$ cat src/rtl/ssort_pkg.sv
// shared constants, controller states and command/status types of the sort engine
package ssort_pkg;

    localparam int MAX_ITEMS = 16;
    localparam int DATA_W    = 32;
    localparam int IDX_W     = $clog2(MAX_ITEMS);
    localparam int CNT_W     = $clog2(MAX_ITEMS + 1);

    typedef enum logic [3:0] {
        ST_LOAD,
        ST_START,
        ST_RD_POS,
        ST_PASS_INIT,
        ST_SCAN,
        ST_SWAP_A,
        ST_SWAP_B,
        ST_EMIT_RD,
        ST_EMIT_LOAD,
        ST_EMIT_HOLD
    } ssort_state_t;

    // commands from controller to datapath
    typedef struct packed {
        logic store_item;
        logic start_sort;
        logic read_pos;
        logic init_pass;
        logic scan_step;
        logic write_min;
        logic write_held;
        logic read_emit;
        logic load_out;
        logic next_emit;
        logic clear_run;
    } ssort_cmd_t;

    // status from datapath to controller
    typedef struct packed {
        logic more_than_one;
        logic scan_done;
        logic pass_last;
        logic emit_last;
    } ssort_status_t;

endpackage

$ cat src/rtl/ssort_ctrl.sv
// controller state machine of the sort engine: load, sort passes, emit
module ssort_ctrl (
    input  logic                     clk,
    input  logic                     rst_n,
    input  logic                     item_valid,
    input  logic                     item_last,
    input  logic                     sorted_ready,
    input  ssort_pkg::ssort_status_t status,
    output logic                     item_ready,
    output logic                     sorted_valid,
    output ssort_pkg::ssort_cmd_t    cmd
);
    import ssort_pkg::*;

    ssort_state_t state_reg;
    ssort_state_t state_next;

    // state register
    always_ff @(posedge clk or negedge rst_n)
    begin
        if (!rst_n)
        begin
            state_reg <= ST_LOAD;
        end
        else
        begin
            state_reg <= state_next;
        end
    end

    // next state
    always_comb
    begin
        state_next = state_reg;
        case (state_reg)
            ST_LOAD:
            begin
                if (item_valid && item_last)
                begin
                    state_next = ST_START;
                end
            end
            ST_START:
            begin
                state_next = status.more_than_one ? ST_RD_POS : ST_EMIT_RD;
            end
            ST_RD_POS:    state_next = ST_PASS_INIT;
            ST_PASS_INIT: state_next = ST_SCAN;
            ST_SCAN:
            begin
                if (status.scan_done)
                begin
                    state_next = ST_SWAP_A;
                end
            end
            ST_SWAP_A:    state_next = ST_SWAP_B;
            ST_SWAP_B:
            begin
                state_next = status.pass_last ? ST_EMIT_RD : ST_RD_POS;
            end
            ST_EMIT_RD:   state_next = ST_EMIT_LOAD;
            ST_EMIT_LOAD: state_next = ST_EMIT_HOLD;
            ST_EMIT_HOLD:
            begin
                if (sorted_ready)
                begin
                    state_next = status.emit_last ? ST_LOAD : ST_EMIT_RD;
                end
            end
            default:      state_next = ST_LOAD;
        endcase
    end

    // command and handshake outputs
    always_comb
    begin
        cmd          = '0;
        item_ready   = 1'b0;
        sorted_valid = 1'b0;
        case (state_reg)
            ST_LOAD:
            begin
                item_ready     = 1'b1;
                cmd.store_item = item_valid;
            end
            ST_START:     cmd.start_sort = 1'b1;
            ST_RD_POS:    cmd.read_pos   = 1'b1;
            ST_PASS_INIT: cmd.init_pass  = 1'b1;
            ST_SCAN:      cmd.scan_step  = 1'b1;
            ST_SWAP_A:    cmd.write_min  = 1'b1;
            ST_SWAP_B:    cmd.write_held = 1'b1;
            ST_EMIT_RD:   cmd.read_emit  = 1'b1;
            ST_EMIT_LOAD: cmd.load_out   = 1'b1;
            ST_EMIT_HOLD:
            begin
                sorted_valid = 1'b1;
                if (sorted_ready)
                begin
                    cmd.clear_run = status.emit_last;
                    cmd.next_emit = !status.emit_last;
                end
            end
            default:
            begin
                cmd = '0;
            end
        endcase
    end

endmodule

$ cat src/rtl/ssort_dp.sv
// datapath of the sort engine: item store, pass counters, running minimum, output register
module ssort_dp (
    input  logic                                  clk,
    input  logic                                  rst_n,
    input  ssort_pkg::ssort_cmd_t                 cmd,
    input  logic signed [ssort_pkg::DATA_W-1:0]   item_value,
    output ssort_pkg::ssort_status_t              status,
    output logic signed [ssort_pkg::DATA_W-1:0]   sorted_value,
    output logic                                  sorted_last,
    output logic                                  overflowed
);
    import ssort_pkg::*;

    logic [DATA_W-1:0] store_mem [MAX_ITEMS];
    logic [DATA_W-1:0] rd_data_reg;
    logic [IDX_W-1:0]  rd_addr;
    logic              wr_en;
    logic [IDX_W-1:0]  wr_addr;
    logic [DATA_W-1:0] wr_data;

    logic [CNT_W-1:0]  count_reg;
    logic              overflow_reg;
    logic [IDX_W-1:0]  pos_reg;
    logic [IDX_W-1:0]  scan_reg;
    logic [IDX_W-1:0]  pick_reg;
    logic [IDX_W-1:0]  emit_reg;
    logic [DATA_W-1:0] min_reg;
    logic [DATA_W-1:0] held_reg;
    logic [DATA_W-1:0] out_value_reg;
    logic              out_last_reg;
    logic              room;
    logic              is_less;

    assign room    = (count_reg < CNT_W'(MAX_ITEMS));
    assign is_less = ($signed(rd_data_reg) < $signed(min_reg));

    // status toward the controller
    assign status.more_than_one = (count_reg >= CNT_W'(2));
    assign status.scan_done     = ((CNT_W'(scan_reg) + CNT_W'(1)) == count_reg);
    assign status.pass_last     = ((CNT_W'(pos_reg) + CNT_W'(2)) >= count_reg);
    assign status.emit_last     = ((CNT_W'(emit_reg) + CNT_W'(1)) == count_reg);

    // read address select
    always_comb
    begin
        if (cmd.read_pos)
        begin
            rd_addr = pos_reg;
        end
        else if (cmd.init_pass)
        begin
            rd_addr = pos_reg + IDX_W'(1);
        end
        else if (cmd.scan_step)
        begin
            rd_addr = scan_reg + IDX_W'(1);
        end
        else if (cmd.read_emit)
        begin
            rd_addr = emit_reg;
        end
        else
        begin
            rd_addr = pos_reg;
        end
    end

    // write port select: new item, minimum into place, displaced value into pick slot
    always_comb
    begin
        wr_en   = 1'b0;
        wr_addr = pos_reg;
        wr_data = min_reg;
        if (cmd.store_item)
        begin
            wr_en   = room;
            wr_addr = count_reg[IDX_W-1:0];
            wr_data = item_value;
        end
        else if (cmd.write_min)
        begin
            wr_en   = 1'b1;
            wr_addr = pos_reg;
            wr_data = min_reg;
        end
        else if (cmd.write_held)
        begin
            wr_en   = 1'b1;
            wr_addr = pick_reg;
            wr_data = held_reg;
        end
    end

    // item store, one write and one registered read per cycle
    always_ff @(posedge clk)
    begin
        if (wr_en)
        begin
            store_mem[wr_addr] <= wr_data;
        end
        rd_data_reg <= store_mem[rd_addr];
    end

    // run count and overflow flag
    always_ff @(posedge clk or negedge rst_n)
    begin
        if (!rst_n)
        begin
            count_reg    <= '0;
            overflow_reg <= 1'b0;
        end
        else if (cmd.clear_run)
        begin
            count_reg    <= '0;
            overflow_reg <= 1'b0;
        end
        else if (cmd.store_item)
        begin
            if (room)
            begin
                count_reg <= count_reg + CNT_W'(1);
            end
            else
            begin
                overflow_reg <= 1'b1;
            end
        end
    end

    // pass, scan, pick and emit indexes
    always_ff @(posedge clk or negedge rst_n)
    begin
        if (!rst_n)
        begin
            pos_reg  <= '0;
            scan_reg <= '0;
            pick_reg <= '0;
            emit_reg <= '0;
        end
        else
        begin
            if (cmd.start_sort)
            begin
                pos_reg  <= '0;
                emit_reg <= '0;
            end
            if (cmd.init_pass)
            begin
                pick_reg <= pos_reg;
                scan_reg <= pos_reg + IDX_W'(1);
            end
            if (cmd.scan_step)
            begin
                scan_reg <= scan_reg + IDX_W'(1);
                if (is_less)
                begin
                    pick_reg <= scan_reg;
                end
            end
            if (cmd.write_held)
            begin
                pos_reg <= pos_reg + IDX_W'(1);
            end
            if (cmd.next_emit)
            begin
                emit_reg <= emit_reg + IDX_W'(1);
            end
        end
    end

    // running minimum, value displaced from the pass position, output payload
    always_ff @(posedge clk)
    begin
        if (cmd.init_pass)
        begin
            held_reg <= rd_data_reg;
            min_reg  <= rd_data_reg;
        end
        else if (cmd.scan_step && is_less)
        begin
            min_reg <= rd_data_reg;
        end
        if (cmd.load_out)
        begin
            out_value_reg <= rd_data_reg;
            out_last_reg  <= status.emit_last;
        end
    end

    assign sorted_value = $signed(out_value_reg);
    assign sorted_last  = out_last_reg;
    assign overflowed   = overflow_reg;

endmodule

$ cat src/rtl/selection_sort_engine_unit.sv
// Selection sort engine: input items load one per cycle while item_ready is high; the last
// item starts the sort. Each scan does one compare a cycle through the single read port of
// the item store. Each result is then read from the store, loaded into the output register
// and held until sorted_ready takes it; the next result is not fetched before that.
// Reset (rst_n, async) empties the run and clears the controller; store contents are kept.
module selection_sort_engine_unit (
    input  logic                                clk,
    input  logic                                rst_n,
    input  logic                                item_valid,
    output logic                                item_ready,
    input  logic signed [ssort_pkg::DATA_W-1:0] item_value,
    input  logic                                item_last,
    output logic                                sorted_valid,
    input  logic                                sorted_ready,
    output logic signed [ssort_pkg::DATA_W-1:0] sorted_value,
    output logic                                sorted_last,
    output logic                                overflowed
);
    import ssort_pkg::*;

    ssort_cmd_t    cmd;
    ssort_status_t status;

    // controller
    ssort_ctrl u_ctrl (
        .clk          (clk),
        .rst_n        (rst_n),
        .item_valid   (item_valid),
        .item_last    (item_last),
        .sorted_ready (sorted_ready),
        .status       (status),
        .item_ready   (item_ready),
        .sorted_valid (sorted_valid),
        .cmd          (cmd)
    );

    // datapath
    ssort_dp u_dp (
        .clk          (clk),
        .rst_n        (rst_n),
        .cmd          (cmd),
        .item_value   (item_value),
        .status       (status),
        .sorted_value (sorted_value),
        .sorted_last  (sorted_last),
        .overflowed   (overflowed)
    );

endmodule

$ cat config.mk
export PLATFORM = sky130hd
export DESIGN_NAME = selection_sort_engine_unit
export DESIGN_NICKNAME = d
export VERILOG_FILES = /design/src/rtl/ssort_pkg.sv /design/src/rtl/ssort_ctrl.sv /design/src/rtl/ssort_dp.sv /design/src/rtl/selection_sort_engine_unit.sv
export SDC_FILE = /design/constraint.sdc
export NUM_CORES = 1
export LEC_CHECK = 0
export ABC_AREA = 0
export BUFFER_PORTS_ARGS = -buffer_cell sky130_fd_sc_hd__buf_2
export CAP_MARGIN = 20
export CORE_UTILIZATION = 34
export DETAILED_ROUTE_END_ITERATION = 8
export PLACE_DENSITY = 0.47
export SYNTH_ARGS = -nofsm -noshare
export SYNTH_HDL_FRONTEND = slang
export SYNTH_SLANG_ARGS = --single-unit
export TNS_END_PERCENT = 50
$ cat constraint.sdc
create_clock -name clk -period 3.6 [get_ports clk]
set_clock_uncertainty 0.1 [all_clocks]
set_input_delay 0 -clock clk [delete_from_list [all_inputs] [get_ports clk]]
set_output_delay 0 -clock clk [all_outputs]
set_load 0.005 [all_outputs]
# Word level (Yosys, flattened, before mapping)
# Memories as Yosys holds them, arrays and structs flattened. A register that Yosys moved wholly into a read port is not among the register bits.
# Index checks and enable logic that the tools add are counted.
# word_totals
word_cells,102
ram_bits,512
in_bits,37
mem_count,1
out_inout_bits,36
regBits,123
# classes
add_sub_neg,7
n_eq_ne,15
reduce_logical,13
muxes,51
magnitude_cmp,4
# mem_list
name,depth,word_bits,read_ports,rd_clocked_by_memory_dff,write_ports,line_no,rtl
u_dp.store_mem,16,32,1,1,1,ssort_dp.sv:14,logic [DATA_W-1:0] store_mem [MAX_ITEMS];
# op_table
op,count
$mux 32,5
$mux 4,18
$pmux 4 s10,1
$lt 32x32->1,1
$mux 1,19
$eq 4x3->1 const B,4
$mux 5,3
$add 4x1->4 const B,3
$reduce_bool 2->1,6
$add 4x1->5 const B,2
$eq 5x5->1,2
$mux 3,3
$eq 4x2->1 const B,2
$eq 4x4->1 const B,2
$ne 2x2->1 const B,3
$add 4x2->5 const B,1
$add 5x1->5 const B,1
$ge 5x2->1 const B,1
$ge 5x5->1,1
$lt 5x5->1 const B,1
$eq 4x1->1 const B,1
$logic_not 4->1,1
$mux 2,2
$reduce_and 2->1,2
other kinds (4),5

# Logic depth before layout (Yosys ltp)
# Gate-level depths: netlist (run 1).
# logic_depth
ltp_word,7
mapped_depth,11
mapped_depth_nobuf,9

# Cells and area by module
# From an unflattened synthesis (run 1), not the netlist that was laid out.
# unflattened
cells_unflattened,2103
hier_area_um2,27268.7
# modules_own_cells
mod,cells_each,seq_area_each_um2,n_inst,area_each_um2
ssort_dp,2055,19478.7,1,26862.0
ssort_ctrl,48,100.1,1,406.6

# Worst setup path after synthesis (run 1)
# OpenSTA, ideal clock, no wires.
# synth_timing
path_kind,register to register
from,register u_ctrl.state_reg[3]
to,"register u_dp.out_last_reg, in the netlist u_dp.sorted_last, enable pin"
arrival_time_ns,3.265
stages_incl_launch_ff,5
setup_slack_ns,-0.229
required_time_ns,3.036
synth_period_minus_slack_ns,3.829
setup_time_ns,0.464
n_path_buf,2
path_cell_list,dfrtp_1 > clkbuf_1 > clkbuf_1 > nand2_1 > nor3_1
# synth_via
elab_chain_len,2
# synth_rtl
item,line_no,rtl
from (decl),ssort_ctrl.sv:15,ssort_state_t state_reg;
from (signal assigned),ssort_ctrl.sv:27,state_reg <= state_next;
$eq 4x4->1,ssort_ctrl.sv:80,case (state_reg)
$mux 1,ssort_ctrl.sv:80,
to (signal assigned),ssort_dp.sv:186,out_last_reg <= status.emit_last;
to (decl),ssort_dp.sv:30,logic out_last_reg;
# Every way passes these cells.
# A chain may end at the register's enable or synchronous reset.

# Worst setup path after layout (run 1)
# layout_timing
from,register u_dp.min_reg[31]
to,"register u_dp.min_reg[11], enable pin"
# layout_via
elab_chain_len,3
# layout_rtl
item,line_no,rtl
from (decl),ssort_dp.sv:27,logic [DATA_W-1:0] min_reg;
from (signal assigned),ssort_dp.sv:177,min_reg <= rd_data_reg;
from (signal assigned),ssort_dp.sv:181,min_reg <= rd_data_reg;
$lt 32x32->1,ssort_dp.sv:35,assign is_less = ($signed(rd_data_reg) < $signed(min_reg));
$logic_and 1x1->1,ssort_dp.sv:179,else if (cmd.scan_step && is_less)
$reduce_bool 2->1 (no source line),n/a,
# Every way passes these cells.

==> impl_metrics.ini, run 1 <==
[die]
design.core.area_mm2 = 0.0803
num_rows = 104
die_height_um = 287
floorplan.initialDensity = 0.343
floorplan.die.width_um = 287
fp.dieArea_mm2 = 0.0822
ios = 73

[finish]
seqCellArea_mm2 = 0.0196
fin_nets = 2121
fin_cells = 3161
design_area_mm2 = 0.0331
largest_register_ffs = 512
layout-drive-gt1-share = 0.196
layout.filler_cells = 7334
final_core_utilization = 0.412
multiInputGateArea_mm2 = 0.00736
largest_register = u_dp.store_mem
mostFrequentLayoutCell = sky130_fd_sc_hd__edfxtp_1
area_growth_syn_to_layout_pct = 20.0
antenna_cells = 0
final_cell_mix = sky130_fd_sc_hd__edfxtp_1, sky130_fd_sc_hd__nand2_1, sky130_fd_sc_hd__mux2i_1

[power_and_ir_drop]
peakVddDrop_v = 0.000825
leakage_nw = 11.1
power-per-cell-area_mw_per_mm2 = 936

[global_routing]
grt_max_degree = 62
vias_in_the_first_global_route = 16148
global_route_wire_length_before_repair_um = 110000
grt_antenna_before_repair = 2
track_usage = 0.184
globalRoute.totalOverflow = 0

[sta]
timing.final.setup_violations = 0
setup_tns_ps = 0
tightest_slew_ps = 812
finalHoldWorstSlack_ps = 188
final_min_period_over_clock_period = 0.957
period_needed_ps = 3440
timing.slew.headroom = 0.453
timing.final.hold_violations = 0
final-max-slew-violation-count = 0
fmax_ghz = 0.290

[route]
vias_per_cell = 5.06
postRouteWirelength_um = 74900
routedWlPerCell_um = 23.7
route.detailed.drc = 1
drt_iter0_markers = 1203
detailroute.via_count = 15981
count_of_tritonroute_iterations_in_the_first_routing_pass = 8
antenna_left = 0

[clock_tree]
cts_tree = done
clkLatencyLatePin_ps = 620
clkSinkCount = 667
post-cts-setup-buffer-count = 0
cts_root_buf = sky130_fd_sc_hd__clkbuf_16
cts_buffer_depth = 3
total_number_of_h_tree_levels = 3
clk_pin_slew_ps = 60
cts_buffers = 74

[synthesis]
synth_enable_flop_cells = 609
synthesis.area_per_instance_um2 = 15.0
synth_seq_cells = 667
post_synth_instance_area_mm2 = 0.0276
synth-async-reset-ratio = 0.0390
largest_area_contributor_in_the_netlist = sky130_fd_sc_hd__edfxtp_1
ys_warn_count = 0
count_of_unique_library_cells_instantiated_by_yosys = 63
yosysTopAreaCellShare = 0.664
synth_cells = 1839
synth.yosys.seq_area_share = 0.711
synthTopCellsByArea = sky130_fd_sc_hd__edfxtp_1, sky130_fd_sc_hd__mux2i_1, sky130_fd_sc_hd__nand2_1, sky130_fd_sc_hd__dfrtp_1, sky130_fd_sc_hd__dfxtp_1
postSynthNetCount = 1917
ys_dominant_reg_cell = sky130_fd_sc_hd__edfxtp_1

[worst_setup_path]
critical_path.endpoint_type = register
ordered_list_of_cells_on_the_worst_path = inv_1 -> ha_1 -> nand4_1 -> nor3_1 -> nand2_1 -> a311oi_4 -> o31a_1 -> nor3_2 -> or2_2 -> buf_12
timing.critical_path.fanout_max = 24
setup.worst_path.start_class = register
critical-path-max-stage-delay_ps = 480
critical_path_arrival_ps = 3690
slowest_stage = sky130_fd_sc_hd__a311oi_4
timing.critical_path.required_ps = 3850
path_class = register to register

[hold_path]
worst_hold_path_type = input pin to register

[run_status]
outcome = complete, but fails checks
failed_checks = design-rule violations

[placement]
dp_hpwl_um = 43100
numPlacedInstances = 2987
placement.cell_area_mm2 = 0.0304
buffer_ports.inserted = 72
routabilityCongestion = 0.782

[flow_run]
maxcap_viol_count = 0
logic make-up after synthesis:
group,after synthesis,share of synthesized area
adder cells (fa/ha/maj),41,0.0186
flip-flops,667,0.711
AO/OA/AOI/OAI,347,0.0902
multiplexers,207,0.0771
buffers and inverters,159,0.0295
XOR/XNOR,18,0.00572
AND/OR/NAND/NOR,400,0.0682
worst max-delay path, delay by kind of cell, from the launching register on:
kind                     cells  cell delay (ps)
AO/OA/AOI/OAI                2              670
buffers and inverters        2              250
adder cells (fa/ha/maj)      1              400
AND/OR/NAND/NOR              5             1380
flip-flops                   1              340
power breakdown:
part           total (mW)  leakage (nW)  switching (mW)  internal [mW]
clock network        7.19          1.11            3.06           4.12
registers            11.5          6.11           0.594           11.0
logic                12.2          3.90            7.25           4.98
routing by layer:
metal,vias to the layer above,share of wire,wire length [µm],global-route usage
met1,8176,0.47,35500,0.257
met5,-,0,0,0
met2,288,0.47,35300,0.296
li1,7414,-,-,-
met3,103,0.037,2740,0.0289
met4,0,0.019,1430,0.0477
worst paths after layout:
| kind | cells past startpoint | endpoint | from | slack (ps) |
|---|---|---|---|---|
| worst min-delay path | 4 | u_ctrl.state_reg[3] | sorted_ready | 190 |
| worst min register to register | 2 | u_dp.overflowed | u_dp.overflowed | 400 |
| worst max-delay path | 10 | u_dp.min_reg[11] | u_dp.min_reg[31] | 160 |
| max in group asynchronous | 4 | u_dp.pick_reg[3] | rst_n | 2910 |
| min in group asynchronous | 4 | u_ctrl.state_reg[2] | rst_n | 310 |
| worst max register to register | 10 | u_dp.min_reg[11] | u_dp.min_reg[31] | 160 |
Yosys cell counts, types with 8 or more instances:
library cell and instances:
sky130_fd_sc_hd__a21oi_1 61, sky130_fd_sc_hd__a211oi_1 47, sky130_fd_sc_hd__and2_4 20, sky130_fd_sc_hd__inv_1 46, sky130_fd_sc_hd__ha_1 41, sky130_fd_sc_hd__edfxtp_1 609
sky130_fd_sc_hd__dfrtp_1 26, sky130_fd_sc_hd__clkbuf_1 54, sky130_fd_sc_hd__nand2_1 194, sky130_fd_sc_hd__and2_0 43, sky130_fd_sc_hd__mux2_2 41, sky130_fd_sc_hd__buf_2 26
sky130_fd_sc_hd__a211oi_2 20, sky130_fd_sc_hd__buf_4 12, sky130_fd_sc_hd__nor2_1 73, sky130_fd_sc_hd__a221o_1 33, sky130_fd_sc_hd__buf_6 8, sky130_fd_sc_hd__mux2i_1 166
sky130_fd_sc_hd__nor3_1 11, sky130_fd_sc_hd__o21ai_0 57, sky130_fd_sc_hd__xnor2_1 11, sky130_fd_sc_hd__o2bb2ai_1 31, sky130_fd_sc_hd__a31oi_1 64, sky130_fd_sc_hd__dfxtp_1 32
sky130_fd_sc_hd__nand3_1 12, sky130_fd_sc_hd__nand2b_1 10
layout make-up:
class | instances | area share
Timing Repair Buffer | 240 | 0.0710
Multi-Input combinational cell | 1013 | 0.223
Clock buffer | 99 | 0.0604
Tap cell | 1060 | 0.0401
Inverter | 47 | 0.00534
Sequential cell | 667 | 0.592
Clock inverter | 35 | 0.00840
through the flow:
| stage | setup slack (ps) | total power [mW] |
|---|---|---|
| floorplan | -228 | 19.5 |
| global placement | -201 | 23.9 |
| detailed placement | -223 | 24.0 |
| CTS | 29.0 | 31.3 |
| global route | -30.8 | 32.7 |
| finish | 156 | 31.0 |
repair_timing:
item                                    4_1_cts  5_1_grt
gates resized for setup                       1        1
hold buffers                                 39        0
hold endpoints to repair                    532        0
endpoints found under the setup margin       36       32
No activity file was read; power rests on OpenSTA's default activity.
==> run 2: changes to the inputs <==
--- a/config.mk
+++ b/config.mk
@@ -10,7 +10,7 @@
 export CAP_MARGIN = 20
 export CORE_UTILIZATION = 34
 export DETAILED_ROUTE_END_ITERATION = 8
-export PLACE_DENSITY = 0.47
+export PLACE_DENSITY = 0.5
 export SYNTH_ARGS = -nofsm -noshare
 export SYNTH_HDL_FRONTEND = slang
 export SYNTH_SLANG_ARGS = --single-unit
==> run 2 against run 1 <==
The run now ends clean; sequential power about the same; non-clock buffer count down 6; register-to-register slack better by 80 ps; via count about the same; combinational power about the same; wire length down 4.0%; critical path depth unchanged; cell area down 0.41%; first-iteration DRC count up 4.9%; sequential share of layout area up 0.25 points; fmax up 2.3%; count of clock-buffer cells in the layout up 3; largest power group unchanged; highest routed layer unchanged.
==> impl_metrics.ini, run 2 (synthesis gave the netlist of run 1 again) <==
[flow_run]
maxcap_viol_count = 0

[clock_tree]
total_number_of_h_tree_levels = 3
clk_pin_slew_ps = 60
clkSinkCount = 667
cts_tree = done
post-cts-setup-buffer-count = 0
clkLatencyLatePin_ps = 620
cts_buffer_depth = 3
cts_root_buf = sky130_fd_sc_hd__clkbuf_16
cts_buffers = 73

[worst_setup_path]
path_class = register to register
setup.reg_to_reg.worst_slack_ps = 230
critical_path.endpoint_type = register
timing.critical_path.required_ps = 3760
critical_path_arrival_ps = 3530
setup.worst_path.start_class = register
critical_path.reg2reg.endpoint = u_dp.min_reg[20]
rr_startpoint = u_dp.min_reg[31]
worst_reg2reg_path_depth = 10
timing.critical_path.fanout_max = 20

[route]
antenna_left = 0
postRouteWirelength_um = 71900
count_of_tritonroute_iterations_in_the_first_routing_pass = 5
route.detailed.drc = 0
detailroute.via_count = 15972
routedWlPerCell_um = 22.8
drt_iter0_markers = 1262
vias_per_cell = 5.06

[placement]
numPlacedInstances = 2982
buffer_ports.inserted = 72
routabilityCongestion = 0.797
dpl_worst_slack_ps = 197
dp_hpwl_um = 41900

[die]
ios = 73
floorplan.die.width_um = 287
design.core.area_mm2 = 0.0803
num_rows = 104
fp.dieArea_mm2 = 0.0822
die_height_um = 287
floorplan.initialDensity = 0.343

[finish]
layout.filler_cells = 7330
seqCellArea_mm2 = 0.0196
fin_nets = 2114
multiInputGateArea_mm2 = 0.00735
area_growth_syn_to_layout_pct = 19.5
largest_register = u_dp.store_mem
largest_register_ffs = 512
final_core_utilization = 0.410
mostFrequentLayoutCell = sky130_fd_sc_hd__edfxtp_1
antenna_cells = 0
layout-drive-gt1-share = 0.197
fin_cells = 3156
final_cell_mix = sky130_fd_sc_hd__edfxtp_1, sky130_fd_sc_hd__nand2_1, sky130_fd_sc_hd__mux2i_1

[sta]
timing.final.hold_violations = 0
tightest_slew_ps = 902
final-max-slew-violation-count = 0
final_min_period_over_clock_period = 0.935
timing.final.setup_violations = 0
fmax_ghz = 0.297
rsz0062_at_grt = no
period_needed_ps = 3370
timing.slew.headroom = 0.383
postLayoutSetupSlackWorst_ps = 235

[power_and_ir_drop]
total_power_mw = 30.9
leakage_nw = 11.1
peakVddDrop_v = 0.000637
power-per-cell-area_mw_per_mm2 = 939

[hold_path]
min-delay-start = sorted_ready
worstHoldEndpoint = u_ctrl.state_reg[3]
worst_hold_path_type = input pin to register
holdPathStages = 4

[global_routing]
grt_antenna_before_repair = 1
track_usage = 0.175
global_route_wire_length_before_repair_um = 106000
grt_max_degree = 70
globalRoute.totalOverflow = 0
vias_in_the_first_global_route = 15855

[run_status]
outcome = completed
[run 2: cell types whose count changed in the layout (fill, tap and decap cells not counted), sizes merged]
| cell | before | now |
|---|---|---|
| clkinvlp | 1 | 2 |
| buf | 201 | 196 |
| bufinv | 3 | 4 |
| clkinv | 29 | 25 |
| dlymetal6s2s | 1 | 0 |
| clkbuf | 99 | 102 |
[run 2: stage by stage]
step | TNS (ps) | area (µm²) | hold WS [ps]
after floorplan | -98720 | 27600 | -396
after global placement | 0 | 30200 | -32.0
after detailed placement | 0 | 30200 | -26.9
after CTS | 0 | 32900 | 157
after global routing | 0 | 32900 | 217
final | 0 | 32900 | 191
[run 2: critical path: stages, from the launching register on]
cell and delay (ps):
sky130_fd_sc_hd__edfxtp_1 320, sky130_fd_sc_hd__inv_1 60, sky130_fd_sc_hd__ha_1 420, sky130_fd_sc_hd__nand4_1 250
sky130_fd_sc_hd__nor3_1 120, sky130_fd_sc_hd__a221o_1 320, sky130_fd_sc_hd__or3_1 420, sky130_fd_sc_hd__o31a_1 350
sky130_fd_sc_hd__nor3_2 170, sky130_fd_sc_hd__or2_2 150, sky130_fd_sc_hd__buf_4 310
[run 2: cell type report]
class	instances	area share
Clock buffer	102	0.0625
Multi-Input combinational cell	1013	0.223
Tap cell	1060	0.0403
Sequential cell	667	0.595
Inverter	47	0.00536
Clock inverter	33	0.00919
Timing Repair Buffer	234	0.0648
[run 2: worst max-delay path by stage]
stage / start / endpoint / slack, ps / cells past startpoint
6_report: u_dp.min_reg[31] / u_dp.min_reg[20] / 230 / 10
3_5_place_dp: u_dp.min_reg[31] / u_dp.min_reg[13] / 200 / 10
4_1_cts: u_dp.min_reg[31] / u_dp.min_reg[20] / 160 / 10
3_3_place_gp: u_dp.min_reg[31] / u_dp.min_reg[23] / 220 / 10
5_1_grt: u_dp.min_reg[31] / u_dp.min_reg[18] / 90 / 10
2_1_floorplan: u_ctrl.state_reg[1] / u_dp.store_mem[2][0] / -230 / 9
[run 2: repair_timing]
item | in CTS | in global routing
endpoints found under the hold margin | 550 | 0
hold buffers | 39 | 0
gates resized for setup | 0 | 1
setup endpoints to repair | 0 | 5
[run 2: metal layers]
layer,up-vias,track usage,part of all wire
met3,76,0.0275,0.045
li1,7416,-,-
met2,362,0.284,0.47
met4,0,0.0413,0.016
met5,-,0,0
met1,8118,0.246,0.46
[run 2: where the power goes]
part	leakage (nW)	switching [mW]	internal, mW
Combinational	3.82	7.15	4.86
Clock	1.15	3.04	4.31
Sequential	6.11	0.606	11.0
Total	11.1	10.8	20.1
==> run 3: changes to the inputs <==
--- a/config.mk
+++ b/config.mk
@@ -9,6 +9,7 @@
 export BUFFER_PORTS_ARGS = -buffer_cell sky130_fd_sc_hd__buf_2
 export CAP_MARGIN = 20
 export CORE_UTILIZATION = 34
+export CTS_BUF_LIST = sky130_fd_sc_hd__clkbuf_4 sky130_fd_sc_hd__clkbuf_8
 export DETAILED_ROUTE_END_ITERATION = 8
 export PLACE_DENSITY = 0.5
 export SYNTH_ARGS = -nofsm -noshare
==> run 3 against run 2 <==
Critical path depth unchanged; via count up 1.8%; critical path type unchanged; largest power group unchanged; worst hold slack worse by 100 ps.
==> impl_metrics.ini, run 3 (synthesis gave the netlist of run 1 again) <==
[clock_tree]
cts_buffers = 110
clk_pin_slew_ps = 60
cts_buffer_depth = 3
cts_root_buf = sky130_fd_sc_hd__clkbuf_8
clkSinkCount = 667
resized_cells_post_cts = 0
total_number_of_h_tree_levels = 3
clkLatencyLatePin_ps = 740
cts_tree = done

[power_and_ir_drop]
peakVddDrop_v = 0.000628
leakage_nw = 11.2
power-per-cell-area_mw_per_mm2 = 929

[sta]
final-max-slew-violation-count = 0
rsz0062_at_grt = no
setup_tns_ps = 0
timing.final.setup_violations = 0
fmax_ghz = 0.297
period_needed_ps = 3360
final_min_period_over_clock_period = 0.934
timing.slew.headroom = 0.521
timing.final.hold_violations = 0
tightest_slew_ps = 700

[worst_setup_path]
rr_startpoint = u_dp.min_reg[31]
setup.worst_path.start_class = register
startpoint = u_dp.min_reg[31]
critical_path_arrival_ps = 3680
path_class = register to register
timing.critical_path.required_ps = 3920
critical_path.endpoint_type = register
worst_reg2reg_path_depth = 10
timing.critical_path.fanout_max = 20

[die]
ios = 73
num_rows = 104
fp.dieArea_mm2 = 0.0822
floorplan.initialDensity = 0.343
design.core.area_mm2 = 0.0803
floorplan.die.width_um = 287
die_height_um = 287

[global_routing]
vias_in_the_first_global_route = 16265
grt_antenna_before_repair = 2
grt_max_degree = 70
global_route_wire_length_before_repair_um = 107000
globalRoute.totalOverflow = 0
track_usage = 0.176

[route]
count_of_tritonroute_iterations_in_the_first_routing_pass = 7
antenna_left = 0
vias_per_cell = 5.03
drt_iter0_markers = 1053
routedWlPerCell_um = 22.5
detailroute.via_count = 16252
postRouteWirelength_um = 72600
route.detailed.drc = 0

[placement]
numPlacedInstances = 2982
placement.cell_area_mm2 = 0.0302
routabilityCongestion = 0.797
dp_hpwl_um = 41900
buffer_ports.inserted = 72

[finish]
mostFrequentLayoutCell = sky130_fd_sc_hd__edfxtp_1
area_growth_syn_to_layout_pct = 19.6
largest_register_ffs = 512
layout-drive-gt1-share = 0.232
largest_register = u_dp.store_mem
fin_cells = 3233
design_area_mm2 = 0.0330
final_cell_mix = sky130_fd_sc_hd__edfxtp_1, sky130_fd_sc_hd__nand2_1, sky130_fd_sc_hd__mux2i_1
fin_nets = 2151

[hold_path]
worst_hold_path_type = input pin to register
min-delay-start = sorted_ready
holdPathStages = 4

[flow_run]
maxcap_viol_count = 0

[run_status]
outcome = completed
[run 3: cell types whose count changed in the layout (fill, tap and decap cells not counted), sizes merged]
| cell | change |
|---|---|
| diode | +2 |
| bufinv | -2 |
| clkbuf | +73 |
| clkinv | +3 |
| inv | +1 |
[run 3: worst max-delay path: stages (launching register included)]
cell,delay [ps]
sky130_fd_sc_hd__edfxtp_1,320
sky130_fd_sc_hd__inv_1,60
sky130_fd_sc_hd__ha_1,460
sky130_fd_sc_hd__nand4_1,270
sky130_fd_sc_hd__nor3_1,360
sky130_fd_sc_hd__nand2_1,240
sky130_fd_sc_hd__a311oi_1,450
sky130_fd_sc_hd__o31a_1,200
sky130_fd_sc_hd__nor3_2,50
sky130_fd_sc_hd__or2_2,300
sky130_fd_sc_hd__buf_4,240
[run 3: routing by layer]
metal  wire [µm]  vias up  global-route usage  part of all wire
li1            -     7511                   -                 -
met1       33800     8292               0.243              0.47
met2       34600      351               0.289              0.48
met3        2950       98              0.0283             0.041
met4        1270        0              0.0468             0.017
met5           0        -                   0                 0
[run 3: power breakdown]
part / internal [mW] / switching, mW
combinational: 4.86 / 7.18
sequential: 11.0 / 0.600
clock: 3.92 / 3.10
total: 19.7 / 10.9
[run 3: through the flow]
stage	power (mW)	utilization	hold WS, ps	setup slack, ps
detailed placement	23.8	0.376	-26.9	197
floorplan	19.5	-	-396	-228
global placement	23.6	0.376	-32.0	215
global route	32.3	0.410	105	21.6
finish	30.6	0.411	87.9	238
CTS	30.9	0.410	41.5	187
[run 3: timing repair]
action                    4_1_cts  5_1_grt
buffers inserted                0        0
hold endpoints to repair      552        0
hold buffers                   39        0
[run 3: area by class of cell]
type,instances,area [µm²]
Tap cell,1060,1330
Inverter,47,176
Sequential cell,667,19600
Clock inverter,35,270
Timing Repair Buffer,234,2130
Fill cell,7348,47300
Antenna cell,2,5.00
Clock buffer,175,2120
Multi-Input combinational cell,1013,7350
[run 3: worst paths after layout]
path                                       endpoint  slack, ps
worst min register to register     u_dp.held_reg[9]        380
max in group asynchronous          u_dp.scan_reg[1]       3000
worst min-delay path            u_ctrl.state_reg[3]         90
min in group asynchronous          u_dp.emit_reg[2]        200
worst max register to register     u_dp.min_reg[20]        240
worst max-delay path               u_dp.min_reg[20]        240
